`config.mk`:
```
export PLATFORM = sky130hd
export DESIGN_NAME = assembly_source_tokenizer_unit
export DESIGN_NICKNAME = d
export VERILOG_FILES = /design/src/rtl/tkz_pkg.sv /design/src/rtl/tkz_label.sv /design/src/rtl/tkz_out_buf.sv /design/src/rtl/assembly_source_tokenizer_unit.sv
export SDC_FILE = /design/constraint.sdc
export NUM_CORES = 1
export LEC_CHECK = 0
export ABC_AREA = 1
export BUFFER_PORTS_ARGS = -buffer_cell sky130_fd_sc_hd__buf_2
export CAP_MARGIN = 20
export CORE_UTILIZATION = 40
export DETAILED_ROUTE_END_ITERATION = 16
export PLACE_DENSITY = 0.63
export REMOVE_ABC_BUFFERS = 1
export SLEW_MARGIN = 0
export SYNTH_ARGS = -nofsm -noshare
export SYNTH_HDL_FRONTEND = slang
export SYNTH_SLANG_ARGS = --single-unit
export TNS_END_PERCENT = 100
```
`constraint.sdc`:
```
create_clock -name clk -period 10.6 [get_ports clk]
set_clock_uncertainty 0.05 [all_clocks]
set_input_delay 3.18 -clock clk [delete_from_list [all_inputs] [get_ports clk]]
set_output_delay 3.18 -clock clk [all_outputs]
set_load 0.02 [all_outputs]
```
`src/rtl/tkz_pkg.sv`:
```
// ----------------------------------------------------------------------------
// tkz_pkg
// Shared types for the assembly source tokenizer: request and result
// payloads, token kinds, lexer modes and the lexer state.
// ----------------------------------------------------------------------------
package tkz_pkg;

  typedef enum logic [3:0] {
    K_BLANK   = 4'd0,
    K_NEWLINE = 4'd1,
    K_OPEN    = 4'd2,
    K_CLOSE   = 4'd3,
    K_COLON   = 4'd4,
    K_DOLLAR  = 4'd5,
    K_COMMENT = 4'd6,
    K_STRING  = 4'd7,
    K_HEX     = 4'd8,
    K_BIN     = 4'd9,
    K_DEC     = 4'd10,
    K_IDENT   = 4'd11,
    K_ERROR   = 4'd12
  } kind_t;

  typedef enum logic [3:0] {
    M_IDLE    = 4'd0,
    M_COMMENT = 4'd1,
    M_STRING  = 4'd2,
    M_HEXPFX  = 4'd3,
    M_HEX     = 4'd4,
    M_BINPFX  = 4'd5,
    M_BIN     = 4'd6,
    M_DEC     = 4'd7,
    M_IDENT   = 4'd8
  } mode_t;

  typedef struct packed {
    logic [7:0] char_byte;
    logic       end_of_text;
  } tkz_in_t;

  typedef struct packed {
    logic       char_valid;
    logic [7:0] char_value;
    kind_t      kind;
    logic       starts_token;
    logic [7:0] trim_count;
    logic       is_last;
  } tkz_out_t;

  // Lexer control state carried between bytes
  typedef struct packed {
    mode_t mode;
    logic  error_seen;
  } lex_state_t;

endpackage

```
`src/rtl/tkz_label.sv`:
```
// ----------------------------------------------------------------------------
// tkz_label
// Labels the held byte using the incoming byte as lookahead, and computes
// the next lexer state.
// ----------------------------------------------------------------------------
module tkz_label #(
  parameter int TRIM_COUNT_BITS = 8
) (
  input  logic [7:0]                 held_byte,
  input  logic                       held_valid,
  input  logic [7:0]                 next_byte,
  input  logic                       end_of_text,
  input  tkz_pkg::lex_state_t        state,
  input  logic [TRIM_COUNT_BITS-1:0] blank_run,
  output logic                       res_valid,
  output tkz_pkg::tkz_out_t          res,
  output tkz_pkg::lex_state_t        state_nxt,
  output logic [TRIM_COUNT_BITS-1:0] blank_run_nxt
);
  import tkz_pkg::*;

  localparam int RunW = (TRIM_COUNT_BITS > 8) ? TRIM_COUNT_BITS : 8;

  function automatic logic is_blank(input logic [7:0] c);
    return c inside {8'h20, 8'h09, 8'h0D};
  endfunction

  function automatic logic is_digit(input logic [7:0] c);
    return c inside {[8'h30:8'h39]};
  endfunction

  function automatic logic is_alpha(input logic [7:0] c);
    return c inside {[8'h61:8'h7A], [8'h41:8'h5A]};
  endfunction

  function automatic logic is_word(input logic [7:0] c);
    return is_alpha(c) || is_digit(c) || (c == 8'h5F);
  endfunction

  function automatic logic is_hexd(input logic [7:0] c);
    return is_digit(c) || (c inside {[8'h61:8'h66], [8'h41:8'h46]});
  endfunction

  logic [RunW-1:0] run_ext;
  kind_t           kind;
  logic            starts;
  logic [7:0]      trim;
  logic            done;
  logic            la_ok;

  assign run_ext = RunW'(blank_run);
  assign la_ok   = !end_of_text;

  always_comb begin
    kind          = K_ERROR;
    starts        = 1'b0;
    trim          = 8'd0;
    done          = 1'b0;
    state_nxt     = state;
    blank_run_nxt = blank_run;

    if (state.error_seen) begin
      done = 1'b1;
    end else begin
      case (state.mode)
        M_COMMENT: begin
          if (held_byte != 8'h0A) begin
            kind = K_COMMENT;
            done = 1'b1;
            if (is_blank(held_byte)) begin
              if (blank_run != '1) blank_run_nxt = blank_run + 1'b1;
            end else begin
              blank_run_nxt = '0;
            end
          end else begin
            trim = (run_ext > RunW'(255)) ? 8'hFF : run_ext[7:0];
            blank_run_nxt = '0;
            state_nxt.mode = M_IDLE;
          end
        end
        M_STRING: begin
          kind = K_STRING;
          done = 1'b1;
          if (held_byte == 8'h22) state_nxt.mode = M_IDLE;
        end
        M_HEXPFX: begin
          kind = K_HEX; state_nxt.mode = M_HEX; done = 1'b1;
        end
        M_BINPFX: begin
          kind = K_BIN; state_nxt.mode = M_BIN; done = 1'b1;
        end
        M_HEX: if (is_hexd(held_byte)) begin
          kind = K_HEX; done = 1'b1;
        end
        M_BIN: if (held_byte == 8'h30 || held_byte == 8'h31) begin
          kind = K_BIN; done = 1'b1;
        end
        M_DEC: if (is_digit(held_byte)) begin
          kind = K_DEC; done = 1'b1;
        end
        M_IDENT: if (is_word(held_byte)) begin
          kind = K_IDENT; done = 1'b1;
        end
        default: ;
      endcase

      // Start of a new token from the idle position
      if (!done) begin
        state_nxt.mode = M_IDLE;
        starts = 1'b1;
        if (is_blank(held_byte)) begin
          kind = K_BLANK; starts = 1'b0;
        end else if (held_byte == 8'h0A) kind = K_NEWLINE;
        else if (held_byte == 8'h7B) kind = K_OPEN;
        else if (held_byte == 8'h7D) kind = K_CLOSE;
        else if (held_byte == 8'h3A) kind = K_COLON;
        else if (held_byte == 8'h24) kind = K_DOLLAR;
        else if (held_byte == 8'h2D && la_ok && next_byte == 8'h2D) begin
          kind = K_COMMENT; state_nxt.mode = M_COMMENT; blank_run_nxt = '0;
        end else if (held_byte == 8'h22) begin
          kind = K_STRING; state_nxt.mode = M_STRING;
        end else if (held_byte == 8'h30 && la_ok && (next_byte == 8'h78 || next_byte == 8'h58))
        begin
          kind = K_HEX; state_nxt.mode = M_HEXPFX;
        end else if (held_byte == 8'h30 && la_ok && (next_byte == 8'h62 || next_byte == 8'h42))
        begin
          kind = K_BIN; state_nxt.mode = M_BINPFX;
        end else if (is_alpha(held_byte) || held_byte == 8'h5F) begin
          kind = K_IDENT; state_nxt.mode = M_IDENT;
        end else if (is_digit(held_byte)) begin
          kind = K_DEC; state_nxt.mode = M_DEC;
        end else begin
          kind = K_ERROR; state_nxt.error_seen = 1'b1;
        end
      end
    end

    // Unterminated string at end of text
    if (end_of_text && !state_nxt.error_seen && state_nxt.mode == M_STRING) begin
      kind = K_ERROR;
      state_nxt.error_seen = 1'b1;
    end

    res.char_valid   = held_valid;
    res.char_value   = held_byte;
    res.kind         = kind;
    res.starts_token = starts;
    res.trim_count   = trim;
    res.is_last      = end_of_text;

    // Nothing held: state kept (apart from the end-of-text reset below), empty result
    if (!held_valid) begin
      state_nxt          = state;
      blank_run_nxt      = blank_run;
      res.char_value     = 8'd0;
      res.kind           = K_BLANK;
      res.starts_token   = 1'b0;
      res.trim_count     = 8'd0;
    end

    if (end_of_text) begin
      state_nxt.mode = M_IDLE;
      blank_run_nxt  = '0;
    end
  end

  assign res_valid = end_of_text || held_valid;

endmodule

```
`src/rtl/tkz_out_buf.sv`:
```
// ----------------------------------------------------------------------------
// tkz_out_buf
// Two-entry result buffer: output register plus skid register, so the
// lexer can still hand over one more result after the receiver stalls.
// ----------------------------------------------------------------------------
module tkz_out_buf (
  input  logic              clk,
  input  logic              rst_n,
  input  logic              push,
  input  tkz_pkg::tkz_out_t push_data,
  output logic              can_push,
  output logic              out_valid,
  input  logic              out_ready,
  output tkz_pkg::tkz_out_t out_data
);
  import tkz_pkg::*;

  logic     out_valid_r, out_valid_nxt;
  logic     skid_valid_r, skid_valid_nxt;
  tkz_out_t out_data_r, out_data_nxt;
  tkz_out_t skid_data_r, skid_data_nxt;

  always_comb begin
    out_valid_nxt  = out_valid_r;
    out_data_nxt   = out_data_r;
    skid_valid_nxt = skid_valid_r;
    skid_data_nxt  = skid_data_r;
    if (out_valid_r && !out_ready) begin
      if (push) begin
        skid_valid_nxt = 1'b1;
        skid_data_nxt  = push_data;
      end
    end else if (skid_valid_r) begin
      out_valid_nxt  = 1'b1;
      out_data_nxt   = skid_data_r;
      skid_valid_nxt = push;
      skid_data_nxt  = push_data;
    end else begin
      out_valid_nxt = push;
      out_data_nxt  = push_data;
    end
  end

  always_ff @(posedge clk) begin
    if (!rst_n) begin
      out_valid_r  <= 1'b0;
      skid_valid_r <= 1'b0;
    end else begin
      out_valid_r  <= out_valid_nxt;
      skid_valid_r <= skid_valid_nxt;
    end
    out_data_r  <= out_data_nxt;
    skid_data_r <= skid_data_nxt;
  end

  assign can_push  = !skid_valid_r;
  assign out_valid = out_valid_r;
  assign out_data  = out_data_r;

endmodule

```
`src/rtl/assembly_source_tokenizer_unit.sv`:
```
// ----------------------------------------------------------------------------
// assembly_source_tokenizer_unit
// Byte-serial assembly lexer: labels each source byte with its token kind.
// ----------------------------------------------------------------------------
// Usage:
//   Input channel (in_valid/in_ready/in_data) carries one source byte per
//   request, or an end-of-text marker. Each byte is held one request so the
//   next byte serves as lookahead; the held byte is labelled when the next
//   request (byte or end marker) arrives. The end marker always yields one
//   result with is_last set, flushing the held byte if there is one.
//   Output channel (out_valid/out_ready/out_data) carries the labels.
// Results: a label is registered into the result buffer when the request
//   that caused it is accepted (one request later than its own byte).
// Throughput: one request per cycle while in_ready is high; the lexer mode
//   update between the held-byte and result registers is combinational.
// Stall: results go into a two-entry buffer; in_ready drops only when both
//   entries are full, and resumes the cycle after the receiver takes one.
// Reset (rst_n low, synchronous): no held byte, lexer idle, blank run and
//   the sticky error flag cleared, result buffer empty.
// The error flag survives end markers; only reset clears it.
// ----------------------------------------------------------------------------
module assembly_source_tokenizer_unit #(
  parameter int TRIM_COUNT_BITS = 8
) (
  input  logic              clk,
  input  logic              rst_n,
  input  logic              in_valid,
  output logic              in_ready,
  input  tkz_pkg::tkz_in_t  in_data,
  output logic              out_valid,
  input  logic              out_ready,
  output tkz_pkg::tkz_out_t out_data
);
  import tkz_pkg::*;

  // Lookahead holding register and lexer state
  logic [7:0]                 held_byte_r, held_byte_nxt;
  logic                       held_valid_r, held_valid_nxt;
  lex_state_t                 state_r, state_nxt;
  logic [TRIM_COUNT_BITS-1:0] blank_run_r, blank_run_nxt;

  logic       in_fire;
  logic       res_valid;
  tkz_out_t   res;
  lex_state_t lab_state;
  logic [TRIM_COUNT_BITS-1:0] lab_blank_run;
  logic       can_push;

  assign in_fire = in_valid && in_ready;
  assign in_ready = can_push;

  tkz_label #(
    .TRIM_COUNT_BITS(TRIM_COUNT_BITS)
  ) u_label (
    .held_byte    (held_byte_r),
    .held_valid   (held_valid_r),
    .next_byte    (in_data.char_byte),
    .end_of_text  (in_data.end_of_text),
    .state        (state_r),
    .blank_run    (blank_run_r),
    .res_valid    (res_valid),
    .res          (res),
    .state_nxt    (lab_state),
    .blank_run_nxt(lab_blank_run)
  );

  // State only advances on an accepted request
  always_comb begin
    held_byte_nxt  = held_byte_r;
    held_valid_nxt = held_valid_r;
    state_nxt      = state_r;
    blank_run_nxt  = blank_run_r;
    if (in_fire) begin
      state_nxt     = lab_state;
      blank_run_nxt = lab_blank_run;
      if (in_data.end_of_text) begin
        held_byte_nxt  = 8'd0;
        held_valid_nxt = 1'b0;
      end else begin
        held_byte_nxt  = in_data.char_byte;
        held_valid_nxt = 1'b1;
      end
    end
  end

  always_ff @(posedge clk) begin
    if (!rst_n) begin
      held_byte_r  <= 8'd0;
      held_valid_r <= 1'b0;
      state_r      <= '{mode: M_IDLE, error_seen: 1'b0};
      blank_run_r  <= '0;
    end else begin
      held_byte_r  <= held_byte_nxt;
      held_valid_r <= held_valid_nxt;
      state_r      <= state_nxt;
      blank_run_r  <= blank_run_nxt;
    end
  end

  tkz_out_buf u_out_buf (
    .clk      (clk),
    .rst_n    (rst_n),
    .push     (in_fire && res_valid),
    .push_data(res),
    .can_push (can_push),
    .out_valid(out_valid),
    .out_ready(out_ready),
    .out_data (out_data)
  );

endmodule
```
==> qor.txt <==
status = finished clean
Leak Pwr = 1.94 nW
Netlist cell types = 39
Worst Path Required = 10590 ps
Mapped Area = 3930 um^2
first-pass GRT wire length = 14600 um
final hold violations = 0
final worst path period share = 44.6%
Congestion Overflow GR = 0
diodes inserted = 0
first-iteration detailed-routing DRC count = 232
Final min period = 4730 ps
die height = 101 um
Via density = 5.05
commonest non-fill, non-tap cell in the layout = nand2_1
clock slew seen by the registers of the worst setup and hold paths = 70 ps
Slew HR = 44.1%
CTS Buf Count = 9
DP Area = 4210 um^2
share of cells above drive strength 1 = 14.3%
Post CTS Setup Buffer Count = 0
largest net degree at the start of global routing = 35
remaining routing DRC violations = 0
Most used DFF post-synth = edfxtp_1
Slew Limit Fails = 0
VDD IR max = 0.0587 mV
WP data arrival = 4720 ps
Yosys reg bits = 70
vias in the first global route = 3029
die area = 10200 um^2
Layout Cell Area excl Fill = 4430 um^2
routability cong. = 0.911
Clock Sink Count = 70
IO Pins = 38
endpoint class of the critical path = flop
H-tree levels = 3
initial antenna violation count = 0
RSZ-0062 raised after global routing = no
Worst setup SP type = input port
antenna-violating nets left = 0
Final nets = 569
Via Count = 3479
PD cells = 136 nW/um^2
worst min path class = flop to flop
HPWL after DPL = 6460 um
synth-to-layout area growth = 12.9%
Finish-stage setup viols = 0
Die Wd = 101 um
DR pass1 iterations = 5
WL/cell = 12.7 um
synthesized netlist cell count = 520
clock tree from TritonCTS = built
largest buffer count on any clock path = 2
number of max-cap violations = 0
CORE AREA = 9370 um^2
commonest non-fill, non-tap cells in the layout = 159 x nand2_1, 62 x inv_1, 46 x edfxtp_1, 40 x nor2_1, 37 x buf_2
Worst Setup Path Type = input port to flop
row cnt = 35
final core occ = 47.3%
Post-synth EDFFs = 46
Avg Inst Size Synth = 7.55 um^2
total power = 603 uW
yosys warns = 0
highest clock rate = 0.211 GHz
Seq/Total Area, Yosys = 47.4%
asr flop ratio synth = 0%
Routed Wire Length = 8760 um
CTS Hold Bufs = 0
GRT Total Usage = 18.5%
Worst Tran Pin Value = 835 ps
clk root buf = clkbuf_8
Final TNS setup = 0 ps
Port Buffer Count = 37
initial core utilization = 41.9%
later-pin clock latency in the skew report = 340 ps
Post-CTS Resized = 0
crit path max fanout = 13
==> metal layers <==
metal	up-vias	part of all wire [%]	GRT usage (%)
li1	1795	-	-
met1	1576	48	25.4
met2	101	45	28.8
met3	7	5.0	3.81
met4	0	1.3	6.35
met5	-	0	0
==> synthesized netlist by cell type, types with 2 or more instances <==
cell type / count / area share, %
a211oi_1: 2 / 0.38
a21o_1: 2 / 0.38
a21oi_1: 34 / 4.3
a31oi_1: 4 / 0.64
buf_2: 4 / 0.51
buf_4: 3 / 0.57
clkbuf_1: 8 / 0.77
clkinv_1: 2 / 0.19
dfxtp_1: 24 / 12
edfxtp_1: 46 / 35
inv_1: 62 / 5.9
inv_2: 6 / 0.57
nand2_1: 159 / 15
nand2_2: 7 / 1.1
nand3_1: 20 / 2.6
nand3b_1: 2 / 0.38
nand4_1: 14 / 2.2
nor2_1: 40 / 3.8
nor2_2: 5 / 0.80
nor3_1: 20 / 2.6
nor4_1: 5 / 0.80
o211ai_1: 2 / 0.38
o21a_1: 2 / 0.38
o21ai_0: 28 / 3.6
o21ai_1: 3 / 0.38
o22ai_1: 3 / 0.48
==> area by class of cell <==
type	count	area [um^2]
Sequential cell	70	1860
Clock inverter	6	86.3
Timing Repair Buffer	40	211
Clock buffer	10	128
Tap cell	129	161
Multi-Input combinational cell	364	1720
Inverter	70	263
Fill cell	951	4940
==> stage by stage <==
| step | hold WS, ps | setup slack [ps] | cells |
|---|---|---|---|
| finish | 439 | 5870 | 689 |
| global route | 474 | 5750 | 689 |
| CTS | 439 | 5630 | 688 |
| detailed placement | 427 | 5290 | 672 |
| global placement | 425 | 5370 | 672 |
| floorplan | 408 | 4590 | 504 |
==> flip-flops by register name, indices dropped and copies added, names as in the netlist <==
name and count:
held_byte_r 8, u_out_buf.out_valid 1, u_out_buf.skid_valid_r 1, u_out_buf.out_data 23, blank_run_r 8, u_out_buf.skid_data_r 23
held_valid_r 1, state_r 5
==> critical path, stage by stage <==
cell,delay (ps)
buf_2,90
nand2_1,230
nor2_1,270
nor2_1,170
o21ai_2,510
buf_6,250
==> where the power goes <==
| part | internal, mW | leakage, nW | total, mW | switching, mW |
|---|---|---|---|---|
| Clock | 0.132 | 0.108 | 0.230 | 0.0979 |
| Combinational | 0.0194 | 1.13 | 0.0655 | 0.0461 |
| Sequential | 0.300 | 0.704 | 0.307 | 0.00693 |
==> cells by family after synthesis <==
kind of cell             count (synthesis)  share of synthesized area [%]
flip-flops                              70                           47.4
XOR/XNOR                                 1                          0.223
buffers and inverters                   86                           8.83
adder cells (fa/ha/maj)                  1                          0.319
AND/OR/NAND/NOR                        278                           31.2
AO/OA/AOI/OAI                           84                           12.0
==> path summary, 6_finish.rpt <==
check,from,endpoint,slack [ps],depth (start not counted)
worst min-delay path,blank_run_r[4],blank_run_r[4],440,2
worst min register to register,blank_run_r[4],blank_run_r[4],440,2
worst max-delay path,in_valid,u_out_buf.skid_data_r[14],5870,6
worst max register to register,held_byte_r[3],u_out_buf.out_data[13],7870,15
No activity file was read; power rests on OpenSTA's default activity.
